[src/sv/pvm_pkg.sv]
// ----------------------------------------------------------------------------
// PCM voice mixer package
// Shared types, request codes, controller states and sizing constants.
// ----------------------------------------------------------------------------
package pvm_pkg;

  localparam int DEF_NUM_VOICES   = 16;
  localparam int DEF_NUM_CLIPS    = 16;
  localparam int DEF_SAMPLE_WORDS = 4096;

  localparam logic [15:0] UNITY      = 16'd32768;
  localparam logic [12:0] CURSOR_MAX = 13'd8191;

  typedef enum logic [2:0] {
    REQ_WRITE   = 3'd0,
    REQ_DEFINE  = 3'd1,
    REQ_PLAY    = 3'd2,
    REQ_STOP    = 3'd3,
    REQ_VOLUME  = 3'd4,
    REQ_RENDER  = 3'd5,
    REQ_DESTROY = 3'd6,
    REQ_BAD     = 3'd7
  } req_t;

  typedef enum logic [1:0] {
    ST_OK      = 2'd0,
    ST_NO_CLIP = 2'd1,
    ST_BAD_ARG = 2'd2
  } status_t;

  typedef struct packed {
    logic [2:0]         req_type;
    logic [3:0]         voice_index;
    logic [3:0]         clip_index;
    logic [11:0]        sample_address;
    logic [12:0]        clip_length;
    logic [3:0]         clip_channels;
    logic signed [15:0] sample_value;
    logic [15:0]        volume_level;
    logic               loop_enable;
  } in_item_t;

  typedef struct packed {
    logic [1:0]         status;
    logic signed [19:0] left_mix;
    logic signed [19:0] right_mix;
    logic               voice_playing;
  } out_item_t;

  typedef enum logic [2:0] {
    S_IDLE,
    S_CMD,
    S_VOICE,
    S_READL,
    S_READR,
    S_ACCUM,
    S_DONE
  } state_t;

  typedef struct packed {
    logic do_cmd;
    logic start_render;
    logic voice_step;
    logic issue_left;
    logic issue_right;
    logic accum;
    logic next_voice;
  } cmd_t;

  typedef struct packed {
    logic is_render;
    logic voice_ok;
    logic last_voice;
  } stat_t;

  function automatic logic [15:0] clamp_unity(input logic [15:0] v);
    clamp_unity = (v > UNITY) ? UNITY : v;
  endfunction

endpackage

[src/sv/pvm_ctrl.sv]
// ----------------------------------------------------------------------------
// PCM voice mixer controller
// Sequences one request: a single command strobe, or a walk over all voices.
// ----------------------------------------------------------------------------
module pvm_ctrl (
  input  logic           clk,
  input  logic           rst,
  input  logic           in_take,
  input  logic           hold,
  input  pvm_pkg::stat_t st,
  output pvm_pkg::cmd_t  cmd,
  output logic           busy,
  output logic           done
);
  import pvm_pkg::*;

  state_t state, state_next;

  always_ff @(posedge clk) begin
    if (rst) begin
      state <= S_IDLE;
    end else begin
      state <= state_next;
    end
  end

  always_comb begin
    state_next = state;
    cmd = '0;
    busy = 1'b1;
    done = 1'b0;
    case (state)
      S_IDLE: begin
        busy = 1'b0;
        if (in_take) begin
          state_next = S_CMD;
        end
      end
      S_CMD: begin
        if (st.is_render) begin
          cmd.start_render = 1'b1;
          state_next = S_VOICE;
        end else begin
          cmd.do_cmd = 1'b1;
          state_next = S_DONE;
        end
      end
      S_VOICE: begin
        cmd.voice_step = 1'b1;
        if (st.voice_ok) begin
          cmd.issue_left = 1'b1;
          state_next = S_READL;
        end else if (st.last_voice) begin
          state_next = S_DONE;
        end else begin
          cmd.next_voice = 1'b1;
        end
      end
      S_READL: begin
        cmd.issue_right = 1'b1;
        state_next = S_READR;
      end
      S_READR: begin
        state_next = S_ACCUM;
      end
      S_ACCUM: begin
        cmd.accum = 1'b1;
        if (st.last_voice) begin
          state_next = S_DONE;
        end else begin
          cmd.next_voice = 1'b1;
          state_next = S_VOICE;
        end
      end
      S_DONE: begin
        if (!hold) begin
          done = 1'b1;
          state_next = S_IDLE;
        end
      end
      default: begin
        state_next = S_IDLE;
      end
    endcase
  end

endmodule

[config.mk]
export PLATFORM = sky130hd
export DESIGN_NAME = pvm_ctrl
export DESIGN_NICKNAME = d
export VERILOG_FILES = /design/src/sv/pvm_pkg.sv /design/src/sv/pvm_ctrl.sv
export SDC_FILE = /design/constraint.sdc
export NUM_CORES = 1
export LEC_CHECK = 0
export BUFFER_PORTS_ARGS = -buffer_cell sky130_fd_sc_hd__buf_2
export CAP_MARGIN = 15
export CELL_PAD_IN_SITES_DETAIL_PLACEMENT = 1
export CELL_PAD_IN_SITES_GLOBAL_PLACEMENT = 1
export CORE_AREA = 5 5 42 44
export DETAILED_ROUTE_END_ITERATION = 16
export DIE_AREA = 0 0 47 49
export GPL_TIMING_DRIVEN = 0
export HOLD_SLACK_MARGIN = 0.1
export PLACE_DENSITY_LB_ADDON = 0.1
export SETUP_SLACK_MARGIN = 0.5
export SYNTH_ARGS = -nofsm -noshare
export SYNTH_HDL_FRONTEND = slang
export SYNTH_SLANG_ARGS = --single-unit
export TNS_END_PERCENT = 20
[constraint.sdc]
create_clock -name clk -period 1.5 [get_ports clk]
set_input_delay 0.3 -clock clk [delete_from_list [all_inputs] [get_ports clk]]
set_output_delay 0.3 -clock clk [all_outputs]
set_load 0.005 [all_outputs]
==> metrics, run 1 <==
EDFF count, synth=0; max-cap violations=0; beginning of the worst hold path=rst; Slew headroom=87.2%; Synth top area share=22.7%; Die Ht=49 um; r2r startpoint=state[0]; Die ar.=2300 um^2; clock buffer depth=2; Util after Layout=a little over a third; Area after DPL=373 um^2; violated checks=negative setup slack; element type at the critical path end=primary output; IO Pins=16; overall power=~540 uW; vias in the first global route=430; Worst EP arrival=1.37 ns; layout cells sized above 1=62.9%; total global routing overflow=0; fraction of registers with async set or reset after synthesis=0%; critical path type=flip-flop to primary output; # hold bufs at CTS=0; Mapped Cells=38; Pleak=0.247 nW; Syn Nets=45; vias per inst=5.00; Slew Limit Fails=0; Post-DP HPWL=818 um; critical path launch point type=flip-flop; Crit path largest cell delay=around 0.33 ns; DP Worst Slack=0.0109 ns; # DRC=0; status=finished with violations; fin area=502 um^2; clock slew at reported path FFs=0.04 ns; gr usage total=11.0%; cell taking the most area after synthesis=dfxtp_1; Cell variety after synth=24; Min Hold Slack=0.244 ns; Main synth FF type=dfxtp_1; worst path cell trace=buf_6 > nand2b_4 > or3_4 > a21oi_2 > buf_2; R2R setup slack=0.06 ns; CP max stage cell=or3_4; YS warnings=0; ant diodes=0; Psw=196 uW; fin nets=70; Reg2Reg Depth=5; Internal Power=345 uW; Power per Cell Area=1080 nW/um^2; Worst R2R End=state[2]; core area=1400 um^2; die width=47 um; clk root buf=clkbuf_4; fin crit share=111%; Mapped Area=264 um^2; GP Congestion=~0.70; initial detailed-routing violation count=0; register area share after synthesis=22.7%; Vias=390; largest net degree at the start of global routing=11; initial antenna violation count=0; skew final=0.00667 ns; Most flops, register=state; Synth area leaders=dfxtp_1, nand2b_1, a21oi_1; sw frac=a little over a third; Worst Hold Class=input pin to flip-flop; crit-path max FO=6; Max Freq=around 600 MHz; Worst-Margin Slew=0.190 ns; Comb pwr share=49.7%; fin crit period=1.67 ns; Setup violations, final=2; hold path endpoint=state[2]; clk_lat worst skew=roughly 0.24 ns; worst vdd ir=360 uV; setup ws final=-0.168 ns; post-synthesis register bit count=3; required time of the worst setup path=1.20 ns; wire per inst=approximately 15 um; Initial Util=18.8%; sequential share of power=23.0%; Synth Area per Inst=6.95 um^2; final hold vios=0; PortBufs=15; FP Rows=14; max FFs per register=3; first-pass GRT wire length=approximately 1800 um; Clock Power Share=between 20% and 30%; H-tree levels=1; top flop regs=state x3; routed wire length=1150 um; Synth top cells by count=a21oi_1, dfxtp_1, inv_1, nand2b_1, nor2_1; RSZ-0062 raised after global routing=true; Routed Antenna Nets=0; drt first pass iters=1; TritonCTS Sinks=3; area added between synthesis and finish=90.0%; hold depth=2; TritonCTS Buffers=3; TritonCTS clock tree=yes
-- per-layer routing --
| metal | track usage [%] | part of all wire [%] | vias up |
|---|---|---|---|
| li1 | - | - | 189 |
| met1 | 12.7 | 43 | 181 |
| met2 | 16.3 | 51 | 15 |
| met3 | 2.58 | 3.1 | 5 |
| met4 | 9.22 | 3.0 | 0 |
| met5 | 0 | 0 | - |
-- cell families after synthesis --
logic type	Yosys count	share of synthesized area, %
flip-flops	3	22.7
AND/OR/NAND/NOR	22	51.2
AO/OA/AOI/OAI	7	17.1
buffers and inverters	6	9.00
-- worst max-delay path by stage --
stage	from	end	slack, ns	cells after the start
floorplan	state[0]	cmd[0]	0.19	4
global placement	state[2]	cmd[0]	0.04	4
detailed placement	state[2]	cmd[0]	0.01	4
CTS	state[0]	cmd[0]	-0.18	5
global route	state[0]	cmd[0]	-0.22	5
finish	state[0]	cmd[0]	-0.17	5
-- layout make-up --
cell class | count | area [um^2]
Tap cell | 16 | 20.0
Clock buffer | 4 | 26.3
Inverter | 4 | 20.0
Timing Repair Buffer | 20 | 123
Fill cell | 182 | 900
Buffer | 2 | 26.3
Multi-Input combinational cell | 29 | 220
Sequential cell | 3 | 66.3
-- placed cells by master, fill, tap and decap left out, drive strengths merged --
cell type,netlist,final
nand2,2,2
and3,1,1
buf,1,22
inv,4,4
nor2b,1,1
a211oi,1,1
dfxtp,3,3
a221o,1,1
and2b,1,1
clkbuf,1,4
nand2b,3,3
or4,1,1
or2b,1,1
and4,1,1
a31oi,2,2
or3,1,1
nand3,2,2
nor4,2,2
or4b,1,1
nor3,1,1
and4b,1,1
nor2,3,3
a21oi,3,3
-- power by group through the flow --
| stage | logic, mW | registers, mW | clock network, mW |
|---|---|---|---|
| final | 0.269 | 0.125 | 0.147 |
| after global routing | 0.296 | 0.127 | 0.162 |
| after CTS | 0.243 | 0.123 | 0.152 |
| after detailed placement | 0.192 | 0.118 | 0 |
| after global placement | 0.187 | 0.117 | 0 |
| after floorplan | 0.126 | 0.110 | 0 |
-- what timing repair did --
item	CTS	global route
buffers inserted	3	2
cloned	0	0
pin swaps	4	2
setup endpoints to repair	12	12
resized for setup	16	5
-- critical path, delay by kind of cell (launching register included) --
kind                   cells  cell delay, ns
AOI/OAI and AO/OA          1            0.11
buffers and inverters      2            0.24
and+or+nand+nor            2            0.47
DFF                        1            0.32
-- through the flow --
stage          cells  setup TNS (ns)
6_report          78          -0.186
5_1_grt           78          -0.304
4_1_cts           76          -0.241
3_5_place_dp      69               0
3_3_place_gp      69               0
2_1_floorplan     38               0
(Power assumes the default switching activity.)
==> run 2, diff against run 1 <==
Settings changed: ABC_AREA set to 1, CELL_PAD_IN_SITES_DETAIL_PLACEMENT 1 to 2, CELL_PAD_IN_SITES_GLOBAL_PLACEMENT 1 to 2, CORE_AREA 5 5 42 44 to 5 5 46 48, DIE_AREA 0 0 47 49 to 0 0 51 53.
==> run 2 against run 1 <==
The flow now finishes without violations; worst hold slack better by 0.0020 ns; sequential power increased by 22%; global-route usage fell by 2.2 points; register-to-register slack gained 0.34 ns; wire length shrank 12%; design area shrank 5.7%; fmax grew 20%; critical endpoint unchanged; highest routed layer is now met3.
==> metrics, run 2 <==
status=completed; gr usage total=8.85%; Synth top area share=a little under a quarter; # hold bufs at CTS=0; GP Congestion=~0.63; clock slew at reported path FFs=0.04 ns; IO Pins=16; Post-DP HPWL=770 um; Crit path largest cell delay=0.36 ns; Synth area leaders=dfxtp_1, inv_1, nand2_1; M1 WL=418 um; CP max stage cell=dfxtp_4; first-pass GRT wire length=~1700 um; fin crit share=92.3%; Cell variety after synth=14; Vias=380; fin nets=80; core area=1670 um^2; vias per inst=4.27; Mapped Cells=between 40 and 50; Die ar.=approximately 2700 um^2; RSZ-0062 raised after global routing=true; Buf/Inv on CP=3; final hold vios=0; wire length on met3=40 um; total global routing overflow=0; max-cap violations=0; drt first pass iters=2; top flop regs=state x3; Worst-Margin Slew=0.219 ns; cell taking the most area after synthesis=dfxtp_1; die width=51 um; worst path cell trace=inv_4 > nand3_4 > nor2_4 > inv_2 > o21ai_2 > buf_2; ant diodes=0; Main synth FF type=dfxtp_1; Most flops, register=state; Power per Cell Area=approximately 1300 nW/um^2; Top Layer Used=met3; vias in the first global route=420; Max Freq=~720 MHz; Mapped Area=253 um^2; wire per inst=between 10 and 15 um; Slew Limit Fails=0; Syn Nets=53; H-tree levels=1; FP Rows=15; EDFF count, synth=0; Setup violations, final=0; layout cells sized above 1=52.8%; routed wire length=1010 um; Routed Antenna Nets=0; post-synthesis register bit count=3; initial detailed-routing violation count=4; crit-path max FO=5; area added between synthesis and finish=87.1%; required time of the worst setup path=1.20 ns; setup_tns=0 ns; Slew headroom=approximately 85%; TritonCTS Buffers=3; Die Ht=between 50 and 60 um; element type at the critical path end=primary output; skew final=0.00124 ns; Pleak=0.274 nW; clock buffer depth=2; CP delay by family, top=flip-flops; initial antenna violation count=0; worst vdd ir=387 uV; YS warnings=0; critical path type=flip-flop to primary output; fin crit period=1.38 ns; Worst EP arrival=1.08 ns; leading cell types in the layout, fill and taps excluded=buf_2, nand2_1, nor2_1, inv_1, buf_4; met2 WL post-DR=553 um; TritonCTS Sinks=3; # DRC=0; clk_lat worst skew=around 0.23 ns; clk root buf=clkbuf_4; register area share after synthesis=23.8%; Util after Layout=28.3%; Synth Area per Inst=about 5.5 um^2; critical path launch point type=flip-flop; largest net degree at the start of global routing=7; Initial Util=between 10% and 20%; TritonCTS clock tree=yes; commonest non-fill, non-tap cell in the layout=buf_2; max FFs per register=3; PortBufs=15; fraction of registers with async set or reset after synthesis=0%; Synth top cells by count=inv_1, nand2_1, nor2_1; Worst Hold Class=input pin to flip-flop
## run 2: path summary, 6_finish.rpt
path	slack, ns	to	cells after the start	start
worst max register to register	0.40	state[2]	7	state[0]
worst max-delay path	0.12	cmd[0]	6	state[0]
worst min register to register	0.64	state[2]	2	state[1]
worst min-delay path	0.25	state[2]	2	rst
## run 2: kinds of logic after synthesis
| family | after synthesis | share of synthesized area (%) |
|---|---|---|
| and+or+nand+nor | 27 | 50.0 |
| AOI/OAI and AO/OA | 5 | 9.90 |
| DFF | 3 | 23.8 |
| buffers and inverters | 11 | 16.3 |
## run 2: area by class of cell
cell class | instances | area [um^2]
sequential | 3 | 71.3
timing repair buffer | 22 | 128
clock buffer | 4 | 26.3
multi-input combinational | 32 | 178
fill | 221 | 1200
inverter | 11 | 48.8
tap | 17 | 21.3
## run 2: through the flow
| stage | instances | setup WS (ns) | cell area [um^2] | hold slack [ns] | power, mW |
|---|---|---|---|---|---|
| floorplan | 46 | 0.450 | 279 | 0.359 | 0.301 |
| global placement | 78 | 0.262 | 375 | 0.484 | 0.396 |
| detailed placement | 78 | 0.259 | 375 | 0.487 | 0.395 |
| CTS | 89 | 0.102 | 469 | 0.237 | 0.616 |
| global route | 89 | 0.0436 | 473 | 0.250 | 0.664 |
| finish | 89 | 0.115 | 473 | 0.246 | 0.601 |
## run 2: report_power, final
group | leakage, nW | switching [mW] | total (mW) | internal, mW
combinational | 0.232 | 0.167 | 0.309 | 0.142
clock | 0.0150 | 0.0402 | 0.140 | 0.0996
sequential | 0.0267 | 0.0414 | 0.152 | 0.111
## run 2: per-layer routing
metal  global-route usage (%)  up-vias
met5                        0        -
met4                     6.73        0
met3                    0.845        0
met2                     15.7        9
met1                     9.70      177
li1                         -      194
## run 2: repair_timing
action / in CTS / in global routing
buffers inserted: 7 / 0
gates resized for setup: 7 / 1
setup endpoints to repair: 12 / 12
pin swaps: 1 / 1
==> run 3, diff against run 2 <==
Settings changed: CORE_AREA 5 5 46 48 to 2 2 43 45, DIE_AREA 0 0 51 53 to 0 0 45 47.
==> run 3 against run 2 <==
Total power grew 2.7%; wire length is essentially flat; non-clock buffer count is the same; utilization grew 0.62 points; global-route usage grew 3.6 points; largest cell class unchanged; fmax shrank 0.55%; cell count is the same; worst hold slack gained 0.0063 ns; sequential share of layout area shrank 0.16 points; design area grew 1.1%.
==> metrics, run 3 (synthesis results as in run 2) <==
met2 WL post-DR=516 um; Worst EP arrival=1.09 ns; fillers=slightly above 200; routed wire length=approximately 1000 um; crit-path max FO=4; Most flops, register=state; RSZ-0062 raised after global routing=true; area added between synthesis and finish=89.1%; wire per inst=about 11 um; layout cells sized above 1=52.8%; Min Hold Slack=approximately 0.25 ns; TritonCTS clock tree=yes; Multi-input gate area=183 um^2; Slew headroom=84.2%; Internal Power=359 uW; Clock Power Share=23.0%; setup_tns=0 ns; Psw=258 uW; Die ar.=2120 um^2; FP Rows=15; largest net degree at the start of global routing=7; IO Pins=16; Top Layer Used=met3; TritonCTS Buffers=3; ant diodes=0; vias per inst=4.30; fin nets=80; Pleak=0.277 nW; critical path type=flip-flop to primary output; wire length on met3=67 um; top flop regs=state x3; commonest non-fill, non-tap cell in the layout=buf_2; M1 WL=429 um; skew final=between 0.0001 and 0.00015 ns; core area=1650 um^2; clk_lat worst skew=between 0.2 and 0.25 ns; Worst-Margin Slew=0.235 ns; max-cap violations=0; Sequential Area=between 70 and 80 um^2; required time of the worst setup path=between 1 and 1.5 ns; sequential share of power=approximately a quarter; Vias=383; # DRC=0; final hold vios=0; drt first pass iters=3; fin crit share=92.8%; first-pass GRT wire length=1860 um; TritonCTS Sinks=3; Routed Antenna Nets=0; gr usage total=12.5%; die width=45 um; max FFs per register=3; GP Congestion=about 0.63; initial detailed-routing violation count=2; clock buffer depth=2; Comb pwr share=52.1%; initial antenna violation count=0; clock slew at reported path FFs=0.04 ns; Die Ht=around 47 um; total global routing overflow=0; clk root buf=clkbuf_4; leading cell types in the layout, fill and taps excluded=buf_2, inv_1, nand2_1, buf_4, nor2_1; critical path launch point type=flip-flop; Power per Cell Area=1290 nW/um^2; Initial Util=15.3%; Slew Limit Fails=0; PortBufs=15; # hold bufs at CTS=0; sw frac=between 40% and 50%; vias in the first global route=414; H-tree levels=1; Worst Hold Class=input pin to flip-flop; Setup violations, final=0; fin crit period=roughly 1.4 ns; Max Freq=718 MHz; status=completed; worst vdd ir=610 uV; element type at the critical path end=primary output; Post-DP HPWL=774 um
[run 3: cell count changes in the layout (fill, tap and decap cells not counted)]
cell and delta:
inv_2 -2, nand2_1 -1, nor2_2 +1, inv_1 +2, nor2_1 -1, nand2_2 +1
[run 3: repair_timing]
item	in CTS	in global routing
setup endpoints to repair	12	12
hold endpoints to repair	0	0
buffers inserted	7	0
pin swaps	2	0
gates resized for setup	6	2
[run 3: final timing paths]
| check | from | to | slack (ns) | depth (start not counted) |
|---|---|---|---|---|
| hold reg to reg | state[1] | state[2] | 0.66 | 2 |
| setup reg to reg | state[0] | state[0] | 0.39 | 7 |
| hold / removal | rst | state[2] | 0.25 | 2 |
| setup / recovery | state[0] | cmd[0] | 0.11 | 5 |
[run 3: per-stage QoR]
step                worst slack (ns)  power, mW  cell area, um^2  cells  util, %
floorplan                      0.450      0.301              279     46        -
global placement               0.271      0.397              375     78     22.7
detailed placement             0.212      0.395              375     78     22.7
CTS                           0.0724      0.618              472     89     28.6
global route                  0.0153      0.685              478     89     28.9
finish                         0.107      0.617              478     89     28.9
[run 3: power groups by stage]
stage | logic, mW | clock network, mW | registers [mW]
global route | 0.368 | 0.157 | 0.160
detailed placement | 0.244 | 0 | 0.151
CTS | 0.318 | 0.148 | 0.152
floorplan | 0.163 | 0 | 0.138
global placement | 0.246 | 0 | 0.151
finish | 0.322 | 0.142 | 0.153
[run 3: metal layers]
metal	GRT usage, %	up-vias
li1	-	195
met1	13.7	174
met2	22.6	14
met3	3.46	0
met4	5.29	0
met5	0	-
[run 3: layout make-up]
class                   instances  area share, %
inverters                      11           10.2
repair buffers                 22           26.7
flip-flops and latches          3           14.9
multi-input cells              32           38.2
clock buffers                   4           5.50
well taps                      17           4.45
[run 3: worst max-delay path: stages (launching register included)]
cell,delay (ns)
dfxtp_4,0.37
inv_4,0.05
nor2_4,0.10
nand2_2,0.08
o21ai_2,0.13
buf_2,0.12
